`config.mk`:
```
export PLATFORM = sky130hd
export DESIGN_NAME = tlb_two_level_page_walk_top_flat
export DESIGN_NICKNAME = d
export VERILOG_FILES = /design/src/rtl/tlbw_pkg.sv /design/src/rtl/tlbw_if.sv /design/src/rtl/tlb_two_level_page_walk_top.sv /design/src/rtl/tlbw_front.sv /design/src/rtl/tlbw_back.sv /design/src/flat_wrapper.sv
export SDC_FILE = /design/constraint.sdc
export NUM_CORES = 2
export LEC_CHECK = 0
export BUFFER_PORTS_ARGS = -buffer_cell sky130_fd_sc_hd__buf_2
export CORE_MARGIN = 2
export CORE_UTILIZATION = 46
export DETAILED_ROUTE_END_ITERATION = 10
export PLACE_DENSITY_LB_ADDON = 0.05
export SETUP_SLACK_MARGIN = 0.2
export SYNTH_ARGS = -nofsm -noshare
export SYNTH_HDL_FRONTEND = slang
export SYNTH_SLANG_ARGS = --single-unit
```
`constraint.sdc`:
```
create_clock -name clk -period 8.9 [get_ports clk]
set_input_delay 0.445 -clock clk [delete_from_list [all_inputs] [get_ports clk]]
set_output_delay 0.445 -clock clk [all_outputs]
set_load 0.01 [all_outputs]
```
`src/rtl/tlbw_pkg.sv`:
```
// Shared types, codes and sizes for the two-level page walk TLB block.
package tlbw_pkg;

  // Action codes on the request channel
  localparam logic [1:0] ACT_XLATE = 2'd0;
  localparam logic [1:0] ACT_REPLY = 2'd1;
  localparam logic [1:0] ACT_FLUSH = 2'd2;

  // Result kinds
  localparam logic [1:0] KIND_PHYS  = 2'd0;
  localparam logic [1:0] KIND_READ  = 2'd1;
  localparam logic [1:0] KIND_FAULT = 2'd2;

  // Walk phases
  localparam logic [1:0] PH_IDLE  = 2'd0;
  localparam logic [1:0] PH_DIR   = 2'd1;
  localparam logic [1:0] PH_TABLE = 2'd2;

  // Configuration register indexes (paddr[2])
  localparam logic REG_XLATE_ON = 1'b0;
  localparam logic REG_DIR_BASE = 1'b1;

  localparam int unsigned TLB_ENTRIES_DEF = 64;
  localparam int unsigned FRAME_W         = 20;
  localparam int unsigned OFFSET_W        = 12;

  // Front queue geometry
  localparam int unsigned Q_DEPTH = 2;
  localparam int unsigned Q_PTR_W = 1;
  localparam int unsigned Q_CNT_W = 2;

  // Priority encode group size for the hit / victim search
  localparam int unsigned GRP_SIZE  = 8;
  localparam int unsigned GRP_IDX_W = 3;

  typedef enum logic [1:0] {
    OP_XLATE,
    OP_REPLY,
    OP_FLUSH
  } op_t;

  typedef struct packed {
    op_t         op;
    logic [31:0] word;
  } q_item_t;

  typedef struct packed {
    logic                xlate_on;
    logic [FRAME_W-1:0]  dir_base;
  } cfg_t;

  typedef struct packed {
    logic       lookup;
    logic [1:0] phase;
  } status_t;

endpackage

```
`src/rtl/tlbw_if.sv`:
```
// Request and result channel interfaces.
interface tlbw_in_if;
  logic        valid;
  logic        ready;
  logic [1:0]  action;
  logic [31:0] linear_addr;
  logic [31:0] read_data;

  modport source (output valid, action, linear_addr, read_data, input ready);
  modport sink   (input valid, action, linear_addr, read_data, output ready);
endinterface

interface tlbw_out_if;
  logic        valid;
  logic        ready;
  logic [1:0]  kind;
  logic [31:0] address;

  modport source (output valid, kind, address, input ready);
  modport sink   (input valid, kind, address, output ready);
endinterface

```
`src/rtl/tlb_two_level_page_walk_top.sv`:
```
// Top level: two-level page walk MMU with TLB, configuration registers and checks.
// Pass-through translates and table replies go through queue and result register (a
//   flush acts on pop); a paged translate adds states CMP, GRP, SEL and RESP (tag
//   compare, two-level priority encode). One request per cycle while the queue has
//   room and results are taken; no pop during a lookup. Reset (synchronous, rst_n
//   low) clears valid bits, queue, walk phase, config registers; not tags or frames.
module tlb_two_level_page_walk_top #(
  parameter int unsigned TLB_ENTRIES = tlbw_pkg::TLB_ENTRIES_DEF
) (
  input  logic         clk,
  input  logic         rst_n,
  tlbw_in_if.sink      in_chan,
  tlbw_out_if.source   out_chan,
  input  logic         psel,
  input  logic         penable,
  input  logic         pwrite,
  input  logic [2:0]   paddr,
  input  logic [31:0]  pwdata,
  output logic [31:0]  prdata,
  output logic         pready
);

  // Configuration registers
  logic                           xlate_on_r, xlate_on_nxt;
  logic [tlbw_pkg::FRAME_W-1:0]   dir_base_r, dir_base_nxt;
  logic                           cfg_wr;
  tlbw_pkg::cfg_t                 cfg;

  // Front to back queue handoff
  logic                           pop;
  logic                           q_nonempty;
  tlbw_pkg::q_item_t              q_head;
  tlbw_pkg::status_t              sts;

  assign pready = 1'b1;
  assign cfg_wr = psel && penable && pwrite && pready;

  always_comb begin
    xlate_on_nxt = xlate_on_r;
    dir_base_nxt = dir_base_r;
    if (cfg_wr) begin
      unique case (paddr[2])
        tlbw_pkg::REG_XLATE_ON: xlate_on_nxt = pwdata[0];
        tlbw_pkg::REG_DIR_BASE: dir_base_nxt = pwdata[tlbw_pkg::FRAME_W-1:0];
        default: xlate_on_nxt = xlate_on_r;
      endcase
    end
  end

  always_comb begin
    unique case (paddr[2])
      tlbw_pkg::REG_XLATE_ON: prdata = {31'd0, xlate_on_r};
      tlbw_pkg::REG_DIR_BASE: prdata = {12'd0, dir_base_r};
      default: prdata = '0;
    endcase
  end

  always_ff @(posedge clk) begin
    if (!rst_n) begin
      xlate_on_r <= 1'b0;
      dir_base_r <= '0;
    end else begin
      xlate_on_r <= xlate_on_nxt;
      dir_base_r <= dir_base_nxt;
    end
  end

  assign cfg.xlate_on = xlate_on_r;
  assign cfg.dir_base = dir_base_r;

  // Front: accept and classify requests into a two-entry queue
  tlbw_front u_front (
    .clk        (clk),
    .rst_n      (rst_n),
    .in_chan    (in_chan),
    .pop        (pop),
    .q_nonempty (q_nonempty),
    .q_head     (q_head)
  );

  // Back: lookup, walk, fill and hold the result until taken
  tlbw_back #(
    .TLB_ENTRIES (TLB_ENTRIES)
  ) u_back (
    .clk        (clk),
    .rst_n      (rst_n),
    .cfg        (cfg),
    .q_nonempty (q_nonempty),
    .q_head     (q_head),
    .pop        (pop),
    .sts        (sts),
    .out_chan   (out_chan)
  );

  // A lookup only starts with no walk open
  a_lookup_no_walk: assert property (@(posedge clk) disable iff (!rst_n)
    sts.lookup |-> (sts.phase == tlbw_pkg::PH_IDLE))
    else $error("TLB lookup in flight while a walk is open");

  // A pending table read means the walk is still open
  a_read_walk_open: assert property (@(posedge clk) disable iff (!rst_n)
    (out_chan.valid && (out_chan.kind == tlbw_pkg::KIND_READ))
      |-> (sts.phase != tlbw_pkg::PH_IDLE))
    else $error("table read request with no walk open");

  // A final answer (address or fault) means no walk is left open
  a_final_walk_closed: assert property (@(posedge clk) disable iff (!rst_n)
    (out_chan.valid && (out_chan.kind != tlbw_pkg::KIND_READ))
      |-> (sts.phase == tlbw_pkg::PH_IDLE))
    else $error("final result while a walk is still open");

  // Queue pops only when the back can take the item
  a_pop_has_item: assert property (@(posedge clk) disable iff (!rst_n)
    pop |-> (q_nonempty && !sts.lookup))
    else $error("queue pop with no item or during a lookup");

endmodule

```
`src/rtl/tlbw_front.sv`:
```
// Front end: accept requests, classify them and hold them in a short queue.
module tlbw_front (
  input  logic                clk,
  input  logic                rst_n,
  tlbw_in_if.sink             in_chan,
  input  logic                pop,
  output logic                q_nonempty,
  output tlbw_pkg::q_item_t   q_head
);

  tlbw_pkg::q_item_t               q_mem [tlbw_pkg::Q_DEPTH];
  logic [tlbw_pkg::Q_PTR_W-1:0]    wr_ptr_r, wr_ptr_nxt;
  logic [tlbw_pkg::Q_PTR_W-1:0]    rd_ptr_r, rd_ptr_nxt;
  logic [tlbw_pkg::Q_CNT_W-1:0]    cnt_r, cnt_nxt;
  logic                            accept;
  logic                            push;
  logic                            do_pop;
  tlbw_pkg::q_item_t               item;

  assign in_chan.ready = (cnt_r != tlbw_pkg::Q_CNT_W'(tlbw_pkg::Q_DEPTH));
  assign accept        = in_chan.valid && in_chan.ready;
  assign q_nonempty    = (cnt_r != '0);
  assign do_pop        = pop && q_nonempty;
  assign q_head        = q_mem[rd_ptr_r];

  // Classify; undefined action codes are taken and dropped
  always_comb begin
    item.word = in_chan.linear_addr;
    item.op   = tlbw_pkg::OP_XLATE;
    push      = 1'b0;
    unique case (in_chan.action)
      tlbw_pkg::ACT_XLATE: begin
        item.op = tlbw_pkg::OP_XLATE;
        push    = accept;
      end
      tlbw_pkg::ACT_REPLY: begin
        item.op   = tlbw_pkg::OP_REPLY;
        item.word = in_chan.read_data;
        push      = accept;
      end
      tlbw_pkg::ACT_FLUSH: begin
        item.op = tlbw_pkg::OP_FLUSH;
        push    = accept;
      end
      default: begin
        push = 1'b0;
      end
    endcase
  end

  always_comb begin
    wr_ptr_nxt = push   ? wr_ptr_r + 1'b1 : wr_ptr_r;
    rd_ptr_nxt = do_pop ? rd_ptr_r + 1'b1 : rd_ptr_r;
    cnt_nxt    = cnt_r + tlbw_pkg::Q_CNT_W'(push) - tlbw_pkg::Q_CNT_W'(do_pop);
  end

  always_ff @(posedge clk) begin
    if (!rst_n) begin
      wr_ptr_r <= '0;
      rd_ptr_r <= '0;
      cnt_r    <= '0;
    end else begin
      wr_ptr_r <= wr_ptr_nxt;
      rd_ptr_r <= rd_ptr_nxt;
      cnt_r    <= cnt_nxt;
    end
  end

  always_ff @(posedge clk) begin
    if (push) begin
      q_mem[wr_ptr_r] <= item;
    end
  end

endmodule

```
`src/rtl/tlbw_back.sv`:
```
// Back end: TLB lookup, table walk sequencing, TLB fill and result register.
module tlbw_back #(
  parameter int unsigned TLB_ENTRIES = tlbw_pkg::TLB_ENTRIES_DEF
) (
  input  logic                clk,
  input  logic                rst_n,
  input  tlbw_pkg::cfg_t      cfg,
  input  logic                q_nonempty,
  input  tlbw_pkg::q_item_t   q_head,
  output logic                pop,
  output tlbw_pkg::status_t   sts,
  tlbw_out_if.source          out_chan
);

  localparam int unsigned IDX_W = (TLB_ENTRIES > 1) ? $clog2(TLB_ENTRIES) : 1;
  localparam int unsigned GS    = tlbw_pkg::GRP_SIZE;
  localparam int unsigned NG    = (TLB_ENTRIES + GS - 1) / GS;
  localparam int unsigned NP    = NG * GS;
  localparam int unsigned FW    = tlbw_pkg::FRAME_W;
  localparam int unsigned OW    = tlbw_pkg::OFFSET_W;

  localparam logic [2:0] ST_IDLE = 3'd0;
  localparam logic [2:0] ST_CMP  = 3'd1;
  localparam logic [2:0] ST_GRP  = 3'd2;
  localparam logic [2:0] ST_SEL  = 3'd3;
  localparam logic [2:0] ST_RESP = 3'd4;

  function automatic logic [tlbw_pkg::GRP_IDX_W-1:0] low_index(logic [GS-1:0] v);
    logic [tlbw_pkg::GRP_IDX_W-1:0] r;
    r = '0;
    for (int k = GS - 1; k >= 0; k--) begin
      if (v[k]) r = tlbw_pkg::GRP_IDX_W'(k);
    end
    return r;
  endfunction

  logic [2:0]                      st_r, st_nxt;
  logic [1:0]                      phase_r, phase_nxt;
  logic [31:0]                     pend_r, pend_nxt;
  logic [IDX_W-1:0]                victim_r, victim_nxt;
  logic [31:0]                     lk_r, lk_nxt;
  logic                            out_valid_r, out_valid_nxt;
  logic [1:0]                      out_kind_r, out_kind_nxt;
  logic [31:0]                     out_addr_r, out_addr_nxt;
  logic                            out_free;
  logic                            fill_en;
  logic                            flush_en;

  logic [TLB_ENTRIES-1:0]          valid_r;
  logic [FW-1:0]                   tag_r [TLB_ENTRIES];
  logic [FW-1:0]                   frame_mem [TLB_ENTRIES];
  logic [FW-1:0]                   frame_q_r;

  logic [NP-1:0]                   match_c, free_c, match_r, free_r;
  logic [NG-1:0]                   ghit_r, gfree_r;
  logic [tlbw_pkg::GRP_IDX_W-1:0]  gidx_r [NG];
  logic [tlbw_pkg::GRP_IDX_W-1:0]  gfidx_r [NG];
  logic                            hit_c, hit_r;
  logic [IDX_W-1:0]                hit_idx_c, vict_c, vsel_r;

  assign out_free       = !out_valid_r || out_chan.ready;
  assign out_chan.valid = out_valid_r;
  assign out_chan.kind  = out_kind_r;
  assign out_chan.address = out_addr_r;
  assign sts.lookup     = (st_r != ST_IDLE);
  assign sts.phase      = phase_r;

  // Tag compare across all entries
  always_comb begin
    match_c = '0;
    free_c  = '0;
    for (int i = 0; i < TLB_ENTRIES; i++) begin
      match_c[i] = valid_r[i] && (tag_r[i] == lk_r[31:OW]);
      free_c[i]  = !valid_r[i];
    end
  end

  // Pick the lowest group with a hit / a free entry
  always_comb begin
    hit_c     = 1'b0;
    hit_idx_c = '0;
    vict_c    = '0;
    for (int g = NG - 1; g >= 0; g--) begin
      if (ghit_r[g]) begin
        hit_c     = 1'b1;
        hit_idx_c = IDX_W'(g * GS + int'(gidx_r[g]));
      end
      if (gfree_r[g]) begin
        vict_c = IDX_W'(g * GS + int'(gfidx_r[g]));
      end
    end
  end

  always_comb begin
    st_nxt        = st_r;
    phase_nxt     = phase_r;
    pend_nxt      = pend_r;
    victim_nxt    = victim_r;
    lk_nxt        = lk_r;
    out_valid_nxt = out_valid_r && !out_chan.ready;
    out_kind_nxt  = out_kind_r;
    out_addr_nxt  = out_addr_r;
    fill_en       = 1'b0;
    flush_en      = 1'b0;
    pop           = 1'b0;
    unique case (st_r)
      ST_IDLE: begin
        if (q_nonempty && out_free) begin
          pop = 1'b1;
          unique case (q_head.op)
            tlbw_pkg::OP_FLUSH: begin
              flush_en = 1'b1;
            end
            tlbw_pkg::OP_REPLY: begin
              if (phase_r == tlbw_pkg::PH_DIR) begin
                out_valid_nxt = 1'b1;
                if (!q_head.word[0]) begin
                  phase_nxt    = tlbw_pkg::PH_IDLE;
                  out_kind_nxt = tlbw_pkg::KIND_FAULT;
                  out_addr_nxt = pend_r;
                end else begin
                  phase_nxt    = tlbw_pkg::PH_TABLE;
                  out_kind_nxt = tlbw_pkg::KIND_READ;
                  out_addr_nxt = {q_head.word[31:OW], pend_r[21:OW], 2'b00};
                end
              end else if (phase_r == tlbw_pkg::PH_TABLE) begin
                out_valid_nxt = 1'b1;
                phase_nxt     = tlbw_pkg::PH_IDLE;
                if (!q_head.word[0]) begin
                  out_kind_nxt = tlbw_pkg::KIND_FAULT;
                  out_addr_nxt = pend_r;
                end else begin
                  fill_en      = 1'b1;
                  out_kind_nxt = tlbw_pkg::KIND_PHYS;
                  out_addr_nxt = {q_head.word[31:OW], pend_r[OW-1:0]};
                end
              end
            end
            tlbw_pkg::OP_XLATE: begin
              // Drop while a walk is open
              if (phase_r == tlbw_pkg::PH_IDLE) begin
                if (!cfg.xlate_on) begin
                  out_valid_nxt = 1'b1;
                  out_kind_nxt  = tlbw_pkg::KIND_PHYS;
                  out_addr_nxt  = q_head.word;
                end else begin
                  lk_nxt = q_head.word;
                  st_nxt = ST_CMP;
                end
              end
            end
            default: begin
              pop = 1'b1;
            end
          endcase
        end
      end
      ST_CMP: st_nxt = ST_GRP;
      ST_GRP: st_nxt = ST_SEL;
      ST_SEL: st_nxt = ST_RESP;
      ST_RESP: begin
        if (out_free) begin
          out_valid_nxt = 1'b1;
          st_nxt        = ST_IDLE;
          if (hit_r) begin
            out_kind_nxt = tlbw_pkg::KIND_PHYS;
            out_addr_nxt = {frame_q_r, lk_r[OW-1:0]};
          end else begin
            phase_nxt    = tlbw_pkg::PH_DIR;
            pend_nxt     = lk_r;
            victim_nxt   = vsel_r;
            out_kind_nxt = tlbw_pkg::KIND_READ;
            out_addr_nxt = {cfg.dir_base, lk_r[31:22], 2'b00};
          end
        end
      end
      default: st_nxt = ST_IDLE;
    endcase
  end

  always_ff @(posedge clk) begin
    if (!rst_n) begin
      st_r        <= ST_IDLE;
      phase_r     <= tlbw_pkg::PH_IDLE;
      pend_r      <= '0;
      victim_r    <= '0;
      out_valid_r <= 1'b0;
      valid_r     <= '0;
    end else begin
      st_r        <= st_nxt;
      phase_r     <= phase_nxt;
      pend_r      <= pend_nxt;
      victim_r    <= victim_nxt;
      out_valid_r <= out_valid_nxt;
      if (flush_en) begin
        valid_r <= '0;
      end else if (fill_en) begin
        valid_r[victim_r] <= 1'b1;
      end
    end
  end

  // Lookup pipeline and payload registers
  always_ff @(posedge clk) begin
    lk_r       <= lk_nxt;
    out_kind_r <= out_kind_nxt;
    out_addr_r <= out_addr_nxt;
    match_r    <= match_c;
    free_r     <= free_c;
    for (int g = 0; g < NG; g++) begin
      ghit_r[g]  <= |match_r[g*GS +: GS];
      gidx_r[g]  <= low_index(match_r[g*GS +: GS]);
      gfree_r[g] <= |free_r[g*GS +: GS];
      gfidx_r[g] <= low_index(free_r[g*GS +: GS]);
    end
    hit_r  <= hit_c;
    vsel_r <= vict_c;
    if (fill_en) begin
      tag_r[victim_r] <= pend_r[31:OW];
    end
  end

  // Frame store: one write port for fills, one registered read for hits
  always_ff @(posedge clk) begin
    if (fill_en) begin
      frame_mem[victim_r] <= q_head.word[31:OW];
    end
    if (st_r == ST_SEL) begin
      frame_q_r <= frame_mem[hit_idx_c];
    end
  end

endmodule

```
`src/flat_wrapper.sv`:
```
// flat-port wrapper written by rule: the top's interface ports become plain ports
module tlb_two_level_page_walk_top_flat 
#(
  parameter int unsigned TLB_ENTRIES = tlbw_pkg::TLB_ENTRIES_DEF
)
  (clk, rst_n, psel, penable, pwrite, paddr, pwdata, prdata, pready, in_chan_valid, in_chan_action, in_chan_linear_addr, in_chan_read_data, in_chan_ready, out_chan_valid, out_chan_kind, out_chan_address, out_chan_ready);
  tlbw_in_if in_chan_i ();
  tlbw_out_if out_chan_i ();
  input  logic clk;
  input  logic rst_n;
  input  logic psel;
  input  logic penable;
  input  logic pwrite;
  input  logic [2:0] paddr;
  input  logic [31:0] pwdata;
  output logic [31:0] prdata;
  output logic pready;
  input wire logic [$bits(in_chan_i.valid)-1:0] in_chan_valid;
  input wire logic [$bits(in_chan_i.action)-1:0] in_chan_action;
  input wire logic [$bits(in_chan_i.linear_addr)-1:0] in_chan_linear_addr;
  input wire logic [$bits(in_chan_i.read_data)-1:0] in_chan_read_data;
  output wire logic [$bits(in_chan_i.ready)-1:0] in_chan_ready;
  output wire logic [$bits(out_chan_i.valid)-1:0] out_chan_valid;
  output wire logic [$bits(out_chan_i.kind)-1:0] out_chan_kind;
  output wire logic [$bits(out_chan_i.address)-1:0] out_chan_address;
  input wire logic [$bits(out_chan_i.ready)-1:0] out_chan_ready;
  assign in_chan_i.valid = in_chan_valid;
  assign in_chan_i.action = in_chan_action;
  assign in_chan_i.linear_addr = in_chan_linear_addr;
  assign in_chan_i.read_data = in_chan_read_data;
  assign in_chan_ready = in_chan_i.ready;
  assign out_chan_valid = out_chan_i.valid;
  assign out_chan_kind = out_chan_i.kind;
  assign out_chan_address = out_chan_i.address;
  assign out_chan_i.ready = out_chan_ready;
  tlb_two_level_page_walk_top #(.TLB_ENTRIES(TLB_ENTRIES)) u_core (.clk(clk), .rst_n(rst_n), .in_chan(in_chan_i), .out_chan(out_chan_i), .psel(psel), .penable(penable), .pwrite(pwrite), .paddr(paddr), .pwdata(pwdata), .prdata(prdata), .pready(pready));
endmodule
```
==> key figures <==
Critical path
  • Setup crit end kind: register
  • CP startpoint kind: register
  • Critical path data arrival time: 6.11 ns
  • Crit Path Class: reg -> reg
  • Worst path required time: 9.45 ns
  • Crit path max fanout: 22

Timing
  • Total negative slack: 0 ns
  • Final Skew: 0.0667 ns
  • Unrepaired setup endpoints after global routing: false
  • Final setup viols: 0
  • Final worst-path cycle share: around 62%
  • Final min period: 5.56 ns
  • Max_slew headroom: a little over a tenth
  • Fin. Hold Viols: 0
  • Slew Viols, Final: 0
  • Achievable Freq: 0.180 GHz
  • Worst-margin pin slew: around 1.3 ns

CTS
  • CTS Buf Count: 333
  • Post-CTS resize count: 0
  • CTS max path bufs: 4
  • Sink Count: 3047
  • CTS tree: done
  • Root buffer cell: clkbuf_16
  • Hold buffers post-CTS: 93
  • H-tree Lvls: 5
  • Clock Latency Late Sink: 0.97 ns
  • Clock Pin Slew Worst Setup and Hold Paths: 0.06 ns
  • Post-CTS setup buffers: 0

Synthesis
  • Mapped Cells: 7649
  • Avg Inst Size Synth: 15.7 sq um
  • Largest area contributor in the netlist: edfxtp_1
  • Post-synthesis mux area share: 5.07%
  • Count leader, synth: edfxtp_1
  • Synth Area in Simple Gates: 6.71%
  • Compound-gate portion of the synthesized area: 3.58%
  • Yosys synthesis warning count: 0
  • #FFs+latches synth: about 3000
  • Sequential fraction of the synthesis area: 73.4%
  • Mapped Area: 120000 sq um
  • Synth Area in Adders: 0.0521%
  • Leading cell types by total area after synthesis: edfxtp_1 (68%), xor2_1 (7.5%), dfxtp_1 (5.6%)
  • Largest family of logic cells by synthesized area: XOR/XNOR gates
  • Commonest cells in the synthesized netlist: edfxtp_1 (2714), xor2_1 (1025), nand2_1 (641), mux2i_1 (334), dfxtp_1 (333)
  • Post-synth cell types: 71
  • Post-synth EDFFs: 2714
  • Most used DFF post-synth: edfxtp_1
  • XOR/XNOR share of the synthesized area: 9.35%
  • Yosys top cell area share: between 60% and 70%
  • Post-synth ARST share: 0%

Route
  • Via count: about 68000
  • M1 wire length: 157000 microns
  • 1st-iter DRT viols: 7352
  • Drt wl/cell: between 30 and 40 microns
  • DRT Wirelength: 357000 microns
  • Vias per inst: 5.78
  • Drt drc: 0
  • DRT antenna net count: 0
  • DR top layer: met4
  • Met3 wire len: 24800 microns
  • DR WL met2: 168000 microns
  • 1st-pass router iterations: 6

Die
  • Die height: 515 microns
  • Core footprint: 260000 sq um
  • Io pins: 177
  • # rows: 187
  • Initial core utilization: 46.2%
  • Full die area: 265000 sq um
  • Die W: 515 microns

Power
  • VDD IR max: between 200 and 250 uV
  • Cell area power density: 221 nW/um^2
  • Leakage: 0.0502 uW

GRT
  • Initial antenna violation count: 28
  • Number of global-route vias before repair: 66500
  • First-pass GRT wire length: 501000 microns
  • Pin count of the biggest net entering global routing: between 100 and 150
  • Overflow after GRT: 0
  • Gr usage total: between 20% and 30%

Final layout
  • Final Core Density: 52.7%
  • Post-synthesis to final-layout area growth: 14.0%
  • Nets: 8148
  • Post-route cell area: 137000 sq um
  • Share of post-route cells with drive strength above 1: 13.2%

Placement
  • Port Buffer Count: between 100 and 150
  • Dpl cell area: 126000 sq um
  • DP HPWL: between 150000 and 200000 microns
  • GPL Wtd Cong: roughly 0.8

Flow run
  • Max_cap viols: 0

Status
  • Status: completed

Worst hold path
  • Hold Crit Class: in -> reg
flip-flops by register name (all words and copies together), names as in the netlist, 20 cells and up, named ones only:
| signal | count |
|---|---|
| u_core.u_back.frame_mem | 1280 |
| u_core.u_back.tag_r | 1280 |
| u_core.u_front.q_mem | 68 |
| u_core.u_back.free_r | 64 |
| u_core.u_back.match_r | 64 |
| u_core.u_back.valid_r | 64 |
| u_core.u_back.lk_r | 32 |
| u_core.u_back.out_chan.address | 32 |
| u_core.u_back.pend_r | 32 |
| u_core.u_back.gfidx_r | 24 |
| u_core.u_back.gidx_r | 24 |
| u_core.dir_base_r | 20 |
| u_core.u_back.frame_q_r | 20 |
cell type report:
cell class / instances / area (sq um)
diodes: 8 / 20.0
clock buffers: 465 / 9210
clock inverters: 108 / 910
fillers: 21100 / 123000
inverters: 98 / 368
multi-input cells: 4111 / 30400
flip-flops and latches: 3047 / 88200
well taps: 3402 / 4260
repair buffers: 444 / 3420
worst paths after layout:
kind                                    startpoint                                        end  slack (ns)  cells past startpoint
min                                  in_chan_valid       u_core.u_front.wr_ptr_r$_SDFFE_PN0P_        0.13                      4
max                                       register  u_core.u_back.frame_mem[37][14]$_DFFE_PP_        3.34                      8
max reg2reg                               register  u_core.u_back.frame_mem[37][14]$_DFFE_PP_        3.34                      8
min reg2reg  u_core.u_back.valid_r[7]$_SDFFE_PP0P_            u_core.u_back.free_r[7]$_DFF_P_        0.39                      1
routing by layer:
metal / global-route usage (%) / vias to the layer above
li1: - / 29300
met1: 38.3 / 35300
met2: 43.2 / 2465
met3: 3.97 / 509
met4: 6.13 / 0
met5: 0 / -
worst max-delay path: stages (launching register included):
cell	delay, ns
dfxtp_1	0.82
mux2_2	0.47
nor2_1	0.21
nand2_1	0.08
nor4bb_1	0.97
nor2b_1	0.61
nand2_1	0.66
nor2_4	0.81
buf_4	0.53
kinds of logic after synthesis:
group | count (synthesis)
mux | 515
buf+inv | 502
other cells | 2
compound gates | 621
flops | 3047
simple gates | 1675
fa+ha+maj | 5
xor+xnor | 1282
layout by cell type (no fill, tap or decap), types with 144 or more instances in the layout:
cell type,n
nand2_1,640
nor4_1,289
xnor2_1,257
dfxtp_1,312
buf_2,149
mux2i_1,334
a21oi_1,176
nor2_1,144
edfxtp_1,2714
clkbuf_16,337
buf_4,184
xor2_1,1025
where the power goes:
part	internal [uW]	total (uW)	switching (uW)	leakage [uW]
Clock	7570	13000	5450	0.00494
Sequential	16000	16000	39.3	0.0305
Combinational	257	1230	973	0.0148
per-stage QoR:
stage	power, uW	setup WS (ns)	instances	hold slack [ns]
final	30300	3.34	11700	0.134
after global routing	31100	3.11	11700	0.122
after CTS	30500	3.47	11700	0.0656
after detailed placement	17500	3.49	11000	0.384
after global placement	17500	3.57	11000	0.381
after floorplan	16900	4.60	7660	0.366
(Power assumes the default switching activity.)
